===== src/rtl/srecord_line_decoder_core_defines.svh =====
// Assertion macros shared by the S-record line decoder RTL.
// Depends on nothing; included by the modules that carry assertions.
`ifndef SRECORD_LINE_DECODER_CORE_DEFINES_SVH
`define SRECORD_LINE_DECODER_CORE_DEFINES_SVH

// The consequent must hold in the same cycle as the antecedent.
`define SRLD_ASSERT_SAME(lbl, clk, rstn, ante, cons, msg) \
    lbl: assert property (@(posedge clk) disable iff (!rstn) (ante) |-> (cons)) \
        else $error(msg);

// The consequent must hold in the cycle after the antecedent.
`define SRLD_ASSERT_NEXT(lbl, clk, rstn, ante, cons, msg) \
    lbl: assert property (@(posedge clk) disable iff (!rstn) (ante) |=> (cons)) \
        else $error(msg);

`endif


===== src/rtl/srld_pkg.sv =====
// Shared types and constants of the S-record line decoder.
// No dependencies; the RTL modules refer to it by scoped names.
package srld_pkg;

    // Classified character, passed from the front end through the queue.
    typedef struct packed {
        logic       is_s;
        logic       is_digit;
        logic       is_hex;
        logic [3:0] value;
        logic       last;
    } srld_item_t;

    // Queue fill flags seen by both sides.
    typedef struct packed {
        logic full;
        logic empty;
    } srld_q_stat_t;

    typedef enum logic [2:0] {
        PH_S,
        PH_TYPE,
        PH_COUNT,
        PH_ADDR,
        PH_DATA,
        PH_SUM,
        PH_DONE
    } srld_phase_t;

    localparam logic [7:0] CHAR_S     = 8'h53;
    localparam logic [7:0] CHAR_0     = 8'h30;
    localparam logic [7:0] CHAR_9     = 8'h39;
    localparam logic [7:0] CHAR_UA    = 8'h41;
    localparam logic [7:0] CHAR_UF    = 8'h46;
    localparam logic [7:0] CHAR_LA    = 8'h61;
    localparam logic [7:0] CHAR_LF    = 8'h66;

    localparam logic [3:0] KIND_NONE  = 4'd15;

    localparam logic [3:0] ST_OK       = 4'd0;
    localparam logic [3:0] ST_START    = 4'd1;
    localparam logic [3:0] ST_END      = 4'd2;
    localparam logic [3:0] ST_COUNT    = 4'd3;
    localparam logic [3:0] ST_NO_S     = 4'd4;
    localparam logic [3:0] ST_BAD_TYPE = 4'd5;
    localparam logic [3:0] ST_WIDTH    = 4'd6;
    localparam logic [3:0] ST_HEX      = 4'd7;
    localparam logic [3:0] ST_SHORT    = 4'd8;
    localparam logic [3:0] ST_CHECKSUM = 4'd9;

    localparam logic [2:0] AW_RESET    = 3'd2;

endpackage


===== src/rtl/srld_front.sv =====
// Front end of the S-record decoder: takes characters and classifies them.
// Depends on srld_pkg; feeds srld_queue.
module srld_front (
    input  logic [7:0]           s_tdata,   // [7:0] char_code
    input  logic                 s_tvalid,
    input  logic                 s_tlast,
    output logic                 s_tready,
    input  srld_pkg::srld_q_stat_t q_stat,
    output logic                 push,
    output srld_pkg::srld_item_t push_item
);

    function automatic srld_pkg::srld_item_t classify(input logic [7:0] c, input logic last);
        srld_pkg::srld_item_t it;
        logic [7:0]           off;
        it.is_s     = (c == srld_pkg::CHAR_S);
        it.is_digit = (c >= srld_pkg::CHAR_0) && (c <= srld_pkg::CHAR_9);
        it.is_hex   = 1'b1;
        it.last     = last;
        if (it.is_digit) begin
            off = c - srld_pkg::CHAR_0;
        end else if ((c >= srld_pkg::CHAR_UA) && (c <= srld_pkg::CHAR_UF)) begin
            off = c - srld_pkg::CHAR_UA + 8'd10;
        end else if ((c >= srld_pkg::CHAR_LA) && (c <= srld_pkg::CHAR_LF)) begin
            off = c - srld_pkg::CHAR_LA + 8'd10;
        end else begin
            off       = 8'd0;
            it.is_hex = 1'b0;
        end
        it.value = off[3:0];
        return it;
    endfunction

    assign s_tready  = !q_stat.full;
    assign push      = s_tvalid && s_tready;
    assign push_item = classify(s_tdata, s_tlast);

endmodule


===== src/rtl/srld_queue.sv =====
// Short queue of classified characters between front end and parser.
// Depends on srld_pkg.
module srld_queue #(
    parameter int DEPTH = 4
) (
    input  logic                  aclk,
    input  logic                  aresetn,
    input  logic                  push,
    input  srld_pkg::srld_item_t  push_item,
    input  logic                  pop,
    output srld_pkg::srld_item_t  head_item,
    output srld_pkg::srld_q_stat_t q_stat
);

    localparam int PTR_W = (DEPTH > 1) ? $clog2(DEPTH) : 1;
    localparam int CNT_W = $clog2(DEPTH + 1);

    srld_pkg::srld_item_t mem [DEPTH];

    logic [PTR_W-1:0] wr_ptr_reg, wr_ptr_next;
    logic [PTR_W-1:0] rd_ptr_reg, rd_ptr_next;
    logic [CNT_W-1:0] count_reg, count_next;

    function automatic logic [PTR_W-1:0] bump(input logic [PTR_W-1:0] p);
        return (p == PTR_W'(DEPTH - 1)) ? '0 : p + PTR_W'(1);
    endfunction

    always_comb begin
        wr_ptr_next = push ? bump(wr_ptr_reg) : wr_ptr_reg;
        rd_ptr_next = pop ? bump(rd_ptr_reg) : rd_ptr_reg;
        count_next  = count_reg;
        if (push && !pop) begin
            count_next = count_reg + CNT_W'(1);
        end else if (pop && !push) begin
            count_next = count_reg - CNT_W'(1);
        end
    end

    always_ff @(posedge aclk) begin
        if (!aresetn) begin
            wr_ptr_reg <= '0;
            rd_ptr_reg <= '0;
            count_reg  <= '0;
        end else begin
            wr_ptr_reg <= wr_ptr_next;
            rd_ptr_reg <= rd_ptr_next;
            count_reg  <= count_next;
        end
    end

    always_ff @(posedge aclk) begin
        if (push) begin
            mem[wr_ptr_reg] <= push_item;
        end
    end

    assign head_item    = mem[rd_ptr_reg];
    assign q_stat.full  = (count_reg == CNT_W'(DEPTH));
    assign q_stat.empty = (count_reg == '0);

endmodule


===== src/rtl/srld_back.sv =====
// Parser of the S-record decoder: record state machine and result register.
// Depends on srld_pkg and the assertion macros in the defines header.
`include "srecord_line_decoder_core_defines.svh"

module srld_back (
    input  logic                   aclk,
    input  logic                   aresetn,
    input  logic [2:0]             address_width,
    input  srld_pkg::srld_item_t   head_item,
    input  srld_pkg::srld_q_stat_t q_stat,
    output logic                   pop,
    output logic [63:0]            m_tdata,
    output logic [0:0]             m_tuser,
    output logic                   m_tvalid,
    input  logic                   m_tready
);

    srld_pkg::srld_phase_t phase_reg, phase_next;
    logic [3:0]  nibble_reg, nibble_next;
    logic        half_reg, half_next;
    logic [3:0]  rtype_reg, rtype_next;
    logic [7:0]  remain_reg, remain_next;
    logic [7:0]  sum_reg, sum_next;
    logic [31:0] addr_reg, addr_next;
    logic [7:0]  index_reg, index_next;
    logic [3:0]  err_reg, err_next;
    logic [7:0]  dcount_reg, dcount_next;

    logic        out_valid_reg;
    logic        out_status_reg;
    logic [63:0] out_data_reg;

    logic        out_free;
    logic        emit_data;
    logic        out_load;
    logic [7:0]  byte_val;
    logic [2:0]  abytes;
    logic [3:0]  code;
    logic [63:0] out_data_next;

    assign out_free = !out_valid_reg || m_tready;
    assign pop      = !q_stat.empty && out_free;
    assign byte_val = {nibble_reg, head_item.value};
    assign abytes   = {1'b0, rtype_reg[1:0]} + 3'd1;

    always_comb begin
        phase_next  = phase_reg;
        nibble_next = nibble_reg;
        half_next   = half_reg;
        rtype_next  = rtype_reg;
        remain_next = remain_reg;
        sum_next    = sum_reg;
        addr_next   = addr_reg;
        index_next  = index_reg;
        err_next    = err_reg;
        dcount_next = dcount_reg;
        emit_data   = 1'b0;
        code        = srld_pkg::ST_OK;

        if (pop) begin
            unique case (phase_reg)
                srld_pkg::PH_S: begin
                    if (head_item.is_s) begin
                        phase_next = srld_pkg::PH_TYPE;
                    end else begin
                        err_next   = srld_pkg::ST_NO_S;
                        phase_next = srld_pkg::PH_DONE;
                    end
                end
                srld_pkg::PH_TYPE: begin
                    phase_next = srld_pkg::PH_DONE;
                    if (!head_item.is_digit) begin
                        err_next = srld_pkg::ST_BAD_TYPE;
                    end else begin
                        rtype_next = head_item.value;
                        priority if (head_item.value == 4'd0) begin
                            err_next = srld_pkg::ST_START;
                        end else if ((head_item.value == 4'd5) || (head_item.value == 4'd6)) begin
                            err_next = srld_pkg::ST_COUNT;
                        end else if (head_item.value >= 4'd7) begin
                            err_next = srld_pkg::ST_END;
                        end else if (head_item.value == 4'd4) begin
                            err_next = srld_pkg::ST_BAD_TYPE;
                        end else if (({2'b0, head_item.value[1:0]} + 4'd1)
                                     > {1'b0, address_width}) begin
                            err_next = srld_pkg::ST_WIDTH;
                        end else begin
                            phase_next = srld_pkg::PH_COUNT;
                        end
                    end
                end
                srld_pkg::PH_COUNT, srld_pkg::PH_ADDR,
                srld_pkg::PH_DATA, srld_pkg::PH_SUM: begin
                    if (!head_item.is_hex) begin
                        err_next   = srld_pkg::ST_HEX;
                        phase_next = srld_pkg::PH_DONE;
                    end else if (!half_reg) begin
                        nibble_next = head_item.value;
                        half_next   = 1'b1;
                    end else begin
                        half_next = 1'b0;
                        sum_next  = sum_reg + byte_val;
                        unique case (phase_reg)
                            srld_pkg::PH_COUNT: begin
                                if (byte_val < ({5'b0, abytes} + 8'd1)) begin
                                    err_next   = srld_pkg::ST_SHORT;
                                    phase_next = srld_pkg::PH_DONE;
                                end else begin
                                    dcount_next = byte_val - {5'b0, abytes} - 8'd1;
                                    remain_next = {5'b0, abytes};
                                    phase_next  = srld_pkg::PH_ADDR;
                                end
                            end
                            srld_pkg::PH_ADDR: begin
                                addr_next   = {addr_reg[23:0], byte_val};
                                remain_next = remain_reg - 8'd1;
                                if (remain_reg == 8'd1) begin
                                    remain_next = dcount_reg;
                                    index_next  = 8'd0;
                                    phase_next  = (dcount_reg == 8'd0) ? srld_pkg::PH_SUM
                                                                       : srld_pkg::PH_DATA;
                                end
                            end
                            srld_pkg::PH_DATA: begin
                                emit_data   = 1'b1;
                                index_next  = index_reg + 8'd1;
                                remain_next = remain_reg - 8'd1;
                                if (remain_reg == 8'd1) begin
                                    phase_next = srld_pkg::PH_SUM;
                                end
                            end
                            default: begin
                                // Checksum byte: ones' complement of the running sum.
                                err_next   = ((~byte_val) == sum_reg) ? srld_pkg::ST_OK
                                                                      : srld_pkg::ST_CHECKSUM;
                                phase_next = srld_pkg::PH_DONE;
                            end
                        endcase
                    end
                end
                srld_pkg::PH_DONE: begin
                end
                default: begin
                end
            endcase
        end

        priority if (phase_next == srld_pkg::PH_DONE) begin
            code = err_next;
        end else if (phase_next == srld_pkg::PH_S) begin
            code = srld_pkg::ST_NO_S;
        end else if (phase_next == srld_pkg::PH_TYPE) begin
            code = srld_pkg::ST_BAD_TYPE;
        end else begin
            code = srld_pkg::ST_HEX;
        end

        out_load = pop && (emit_data || head_item.last);
        if (head_item.last) begin
            out_data_next = {dcount_next, code, rtype_next, 8'd0, 8'd0, addr_next};
        end else begin
            out_data_next = {dcount_reg, srld_pkg::ST_OK, rtype_reg, byte_val,
                             index_reg, addr_reg};
        end

        // The line end restarts the parser for the next line.
        if (pop && head_item.last) begin
            phase_next  = srld_pkg::PH_S;
            nibble_next = 4'd0;
            half_next   = 1'b0;
            rtype_next  = srld_pkg::KIND_NONE;
            remain_next = 8'd0;
            sum_next    = 8'd0;
            addr_next   = 32'd0;
            index_next  = 8'd0;
            err_next    = srld_pkg::ST_OK;
            dcount_next = 8'd0;
        end
    end

    always_ff @(posedge aclk) begin
        if (!aresetn) begin
            phase_reg     <= srld_pkg::PH_S;
            nibble_reg    <= 4'd0;
            half_reg      <= 1'b0;
            rtype_reg     <= srld_pkg::KIND_NONE;
            remain_reg    <= 8'd0;
            sum_reg       <= 8'd0;
            addr_reg      <= 32'd0;
            index_reg     <= 8'd0;
            err_reg       <= srld_pkg::ST_OK;
            dcount_reg    <= 8'd0;
            out_valid_reg <= 1'b0;
        end else begin
            phase_reg   <= phase_next;
            nibble_reg  <= nibble_next;
            half_reg    <= half_next;
            rtype_reg   <= rtype_next;
            remain_reg  <= remain_next;
            sum_reg     <= sum_next;
            addr_reg    <= addr_next;
            index_reg   <= index_next;
            err_reg     <= err_next;
            dcount_reg  <= dcount_next;
            if (out_load) begin
                out_valid_reg <= 1'b1;
            end else if (m_tready) begin
                out_valid_reg <= 1'b0;
            end
        end
    end

    always_ff @(posedge aclk) begin
        if (out_load) begin
            out_data_reg   <= out_data_next;
            out_status_reg <= head_item.last;
        end
    end

    assign m_tvalid   = out_valid_reg;
    assign m_tdata    = out_data_reg;
    assign m_tuser[0] = out_status_reg;

    `SRLD_ASSERT_NEXT(a_line_end_gives_status, aclk, aresetn, pop && head_item.last, out_valid_reg && out_status_reg, "line end did not produce a status result")
    `SRLD_ASSERT_SAME(a_status_zero_fields, aclk, aresetn, out_valid_reg && out_status_reg, out_data_reg[47:32] == 16'd0, "status result carries data byte or index")
    `SRLD_ASSERT_SAME(a_index_in_range, aclk, aresetn, out_valid_reg && !out_status_reg, out_data_reg[39:32] < out_data_reg[63:56], "data byte index beyond declared count")
    `SRLD_ASSERT_SAME(a_idle_line_clear, aclk, aresetn, phase_reg == srld_pkg::PH_S, (sum_reg == 8'd0) && !half_reg && (addr_reg == 32'd0), "parser not cleared at line start")

endmodule


===== src/rtl/srecord_line_decoder_core.sv =====
// Top level of the S-record line decoder: front end, queue and parser.
// Depends on srld_pkg, srld_front, srld_queue and srld_back.

// Decodes Motorola S-record text one character per request on the s_ channel,
// with s_tlast marking the last character of a line. Each data byte of an S1,
// S2 or S3 record comes out on the m_ channel as soon as its second hex digit
// arrives, and the line-end character always yields exactly one status result
// (m_tuser = 1) that reports the record kind or the first error seen. A
// consumer should drop the bytes of a line whose status is not "data ok".
// The block takes one character every clock cycle unless a held result stalls the parser:
// the parser retires one queued character per cycle, so throughput is set only by the output side.
// A result is offered on m_ from the result register: an accepted character is
// first written into the queue, then parsed from the head of the queue into the
// result register. The queue of FIFO_DEPTH classified characters lets input and
// output stall independently. The address_width register (reset value 2) is
// written through the cfg_ channel; the user must write it only while no line is
// in flight, as the block itself does not enforce it. It accepts a write every cycle.
module srecord_line_decoder_core #(
    parameter int FIFO_DEPTH = 4
) (
    input  logic        aclk,
    input  logic        aresetn,
    // Input characters.
    input  logic [7:0]  s_tdata,    // [7:0] char_code
    input  logic        s_tlast,    // line_end
    input  logic        s_tvalid,
    output logic        s_tready,
    // Results.
    output logic [63:0] m_tdata,    // [31:0] base_address, [39:32] byte_index,
                                    // [47:40] data_byte, [51:48] record_kind,
                                    // [55:52] status, [63:56] data_count
    output logic [0:0]  m_tuser,    // [0] is_status
    output logic        m_tvalid,
    input  logic        m_tready,
    // Configuration: address_width.
    input  logic [2:0]  cfg_data,
    input  logic        cfg_valid,
    output logic        cfg_ready
);

    logic [2:0]             address_width_reg;
    logic                   push;
    logic                   pop;
    srld_pkg::srld_item_t   push_item;
    srld_pkg::srld_item_t   head_item;
    srld_pkg::srld_q_stat_t q_stat;

    // The register takes every write as it is offered, so the port never stalls.
    assign cfg_ready = 1'b1;

    always_ff @(posedge aclk) begin
        if (!aresetn) begin
            address_width_reg <= srld_pkg::AW_RESET;
        end else if (cfg_valid && cfg_ready) begin
            address_width_reg <= cfg_data;
        end
    end

    // Front end: flags S, digits and hex digits and passes the line end along.
    srld_front u_front (
        .s_tdata   (s_tdata),
        .s_tvalid  (s_tvalid),
        .s_tlast   (s_tlast),
        .s_tready  (s_tready),
        .q_stat    (q_stat),
        .push      (push),
        .push_item (push_item)
    );

    // Decoupling queue between classification and parsing.
    srld_queue #(
        .DEPTH (FIFO_DEPTH)
    ) u_queue (
        .aclk      (aclk),
        .aresetn   (aresetn),
        .push      (push),
        .push_item (push_item),
        .pop       (pop),
        .head_item (head_item),
        .q_stat    (q_stat)
    );

    // Parser: record state machine, running checksum and result register.
    srld_back u_back (
        .aclk          (aclk),
        .aresetn       (aresetn),
        .address_width (address_width_reg),
        .head_item     (head_item),
        .q_stat        (q_stat),
        .pop           (pop),
        .m_tdata       (m_tdata),
        .m_tuser       (m_tuser),
        .m_tvalid      (m_tvalid),
        .m_tready      (m_tready)
    );

endmodule


===== config.mk =====
export PLATFORM = sky130hd
export DESIGN_NAME = srecord_line_decoder_core
export DESIGN_NICKNAME = d
export VERILOG_FILES = /design/src/rtl/srld_pkg.sv /design/src/rtl/srld_front.sv /design/src/rtl/srld_queue.sv /design/src/rtl/srld_back.sv /design/src/rtl/srecord_line_decoder_core.sv
export VERILOG_INCLUDE_DIRS = /design/src /design/src/rtl
export SDC_FILE = /design/constraint.sdc
export NUM_CORES = 1
export LEC_CHECK = 0
export BUFFER_PORTS_ARGS = -buffer_cell sky130_fd_sc_hd__buf_2
export CAP_MARGIN = 20
export CORE_ASPECT_RATIO = 0.9
export CORE_MARGIN = 1
export CORE_UTILIZATION = 54
export DETAILED_ROUTE_END_ITERATION = 8
export PLACE_DENSITY = 0.81
export SLEW_MARGIN = 25
export SYNTH_ARGS = -nofsm -noshare
export SYNTH_HDL_FRONTEND = slang
export SYNTH_HIERARCHICAL = 1
export SYNTH_SLANG_ARGS = --single-unit

===== constraint.sdc =====
create_clock -name aclk -period 5.5 [get_ports aclk]
set_clock_uncertainty 0.05 [all_clocks]
set_input_delay 0.825 -clock aclk [delete_from_list [all_inputs] [get_ports aclk]]
set_output_delay 0.825 -clock aclk [all_outputs]
set_load 0.02 [all_outputs]

==> flow_summary.ini <==
[global_routing]
grt_pass1_vias = 6401
grt_use_total = 0.239
grt_max_degree = 53
grt_pass1_wl_mm = 32.8
antenna_found_initial = 0
overflow = 0

[logic_synthesis]
yosys_register_bits = 190
yosysTopAreaCell = edfxtp_1
synthCells = 868
yosysWarnings = 6
yosys_most_used_dff = edfxtp_1
synth_area_sq_um = 9240
synth_nets = 923
yosysSeqAreaShare = 0.517
synth_top_area_frac = 0.315
yosysUniqueCellTypes = 88
synthTopCellsByArea = edfxtp_1 32%, dfxtp_1 20%, ha_1 4.7%, nand2_1 4.5%, a21oi_1 3.2%
synth_edf_count = 97
syn_area_per_cell_sq_um = 10.6
async_flop_share = 0

[worst_setup_path]
cp_common_cell = ha_1
slowest_delay_ps = 710
cp-start-kind = flip-flop
critPathMaxFanout = 9
r2r_cells = 9
cp.depth = 9
crit_slowest_cell = mux4_2
cp_cell_sequence = mux4_2 -> inv_1 -> ha_1 -> ha_1 -> a211oi_1 -> o21ai_0 -> a2111oi_0 -> a211o_1 -> o221ai_1
worstSetupPathType = reg -> reg
rrSetupSlack_ps = 1440
cp_num_buf_inv = 1
arrival_ps = 4170
cp-end-kind = flip-flop
cp.required_ps = 5610
timing.rr.end = u_back/m_tdata[54]
cp-endpoint = u_back/m_tdata[54]
crit_family = compound AO/OA/AOI/OAI gates

[detailed_routing]
num_vias = 6795
postRouteAntennaNets = 0
met3_length_mm = 1.39
routed_wl_mm = 20.1
dr.pass1.iters = 5
drt-wirelength-per-cell_um = 17.4
wl_met2_mm = 9.31
vias_per_cell = 5.89
highest-signal-layer = met4
wl_met1_mm = 8.95
drtIter0Drc = 607
drc = 0

[final_layout]
nNetsFinal = 989
mostFrequentLayoutCells = 111 x nand2_1, 97 x edfxtp_1, 93 x dfxtp_1
layout_commonest_cell = nand2_1
syn2layout_area_growth_pct = 12.2
layout-drive-gt1-share = 0.185
fillers = 1293
multi_input_area_sq_um = 4150
n_antenna_cell = 0
regArea_sq_um = 4770
largest_reg_flops = 64
finalCoreUtilization = 0.632

[pwr]
ir_worst_vdd_v = 0.000335
power.density_nw_per_um2 = 510
leakagePower_nw = 3.87

[floorplan]
die-area_sq_um = 17600
die_h_um = 126
fp-row-count = 44
start_util = 0.563
core_area_sq_um = 16400
top_level_ports = 85
die_x_um = 140

[clocking]
cts_buffers = 17
clock_tree.root_cell = clkbuf_16
clock_sinks = 190
ctsLongestPathBuffers = 2
post_cts_resized = 0
cts_htree_levels = 4
postCtsHoldBufs = 0
clk_latency_ps = 440
clk_pin_slew_ps = 70
post-cts-setup-buffer-count = 0
cts_tree = yes

[min_path]
hp-class = reg -> reg

[place]
place_ws_ps = 1430
place.gp.congestion = 0.904
dp_hpwl_mm = 13.7
port_buffers = 83

[timing]
setup-tns-final_ps = 0
fmax_mhz = 246
hold_viol = 0
timing.final.ws_setup_ps = 1440
min_period_ps = 4060
worst_pin_slew_ps = 969
rsz0062_at_grt = no
fin_crit_sh = 0.738
setup_violations = 0
drv_slew = 0
relSlewSlack = 0.349

[run]
drv_cap = 0

[run_status]
outcome = finished clean
## final cells by class
cell class / instances / share of cell area
clock buffer: 20 / 0.0431
timing repair buffer: 90 / 0.0451
clock inverter: 12 / 0.0130
multi-input combinational: 599 / 0.400
tap: 207 / 0.0250
inverter: 36 / 0.0130
sequential: 190 / 0.460
## where the power goes
| group | internal (W) | switching (W) | leakage [nW] | total [W] |
|---|---|---|---|---|
| combinational | 0.000713 | 0.00135 | 1.94 | 0.00206 |
| clock | 0.000685 | 0.000530 | 0.280 | 0.00122 |
| sequential | 0.00182 | 0.000181 | 1.65 | 0.00200 |
| total | 0.00322 | 0.00206 | 3.87 | 0.00528 |
## Yosys cell counts (5+ instances only)
cell type	n
nand4_1	5
o21ai_0	35
nor3_1	15
buf_2	10
xnor2_1	12
a21oi_1	60
or3_1	8
mux2_1	20
ha_1	35
nand2b_1	7
dfxtp_1	93
mux4_2	8
mux2i_1	13
nor2b_1	29
inv_1	35
edfxtp_1	97
nand2_1	111
xor2_1	10
nor2_1	56
o21ai_1	6
mux2_2	17
and2_1	11
nand3_1	20
o21a_1	7
a211oi_1	8
nor3b_1	7
clkbuf_1	23
o211ai_1	6
nor4_1	8
## worst min-delay path, cell delays in order (launching register included)
cell     delay, ps
dfxtp_1        310
nand2_1         50
a21oi_1         50
## through the flow
stage	cell area, sq um	hold WS, ps	cells	total power (W)
4_1_cts	10400	406	1154	0.00529
5_1_grt	10400	432	1154	0.00557
2_1_floorplan	9250	384	868	0.00350
3_5_place_dp	9790	397	1122	0.00407
6_report	10400	403	1154	0.00528
3_3_place_gp	9790	392	1122	0.00404
## cell families after synthesis
logic type | Yosys count | synth area share
buffers and inverters | 79 | 0.0368
adders and majority gates | 38 | 0.0539
xor gates and xnor gates | 22 | 0.0209
and+or+nand+nor | 306 | 0.170
DFF | 190 | 0.517
muxes | 58 | 0.0787
other | 1 | 0.000406
AOI/OAI and AO/OA | 174 | 0.123
## how the worst min path moves through the flow
stage | cells past startpoint | from | endpoint | slack, ps
global placement | 2 | u_back/addr_reg[25] | u_back/addr_reg[25] | 390
global route | 2 | u_back/addr_reg[31] | u_back/addr_reg[31] | 430
finish | 2 | u_back/addr_reg[30] | u_back/addr_reg[30] | 400
detailed placement | 2 | u_back/addr_reg[30] | u_back/addr_reg[30] | 400
floorplan | 2 | u_back/addr_reg[24] | u_back/addr_reg[24] | 380
CTS | 2 | u_back/addr_reg[30] | u_back/addr_reg[30] | 410
## metal layers
layer | up-vias | global-route usage
met3 | 40 | 0.0487
met2 | 262 | 0.372
met4 | 0 | 0.0899
met1 | 3229 | 0.330
met5 | - | 0
li1 | 3264 | -
Note: power is estimated with default switching activity, not from simulation.
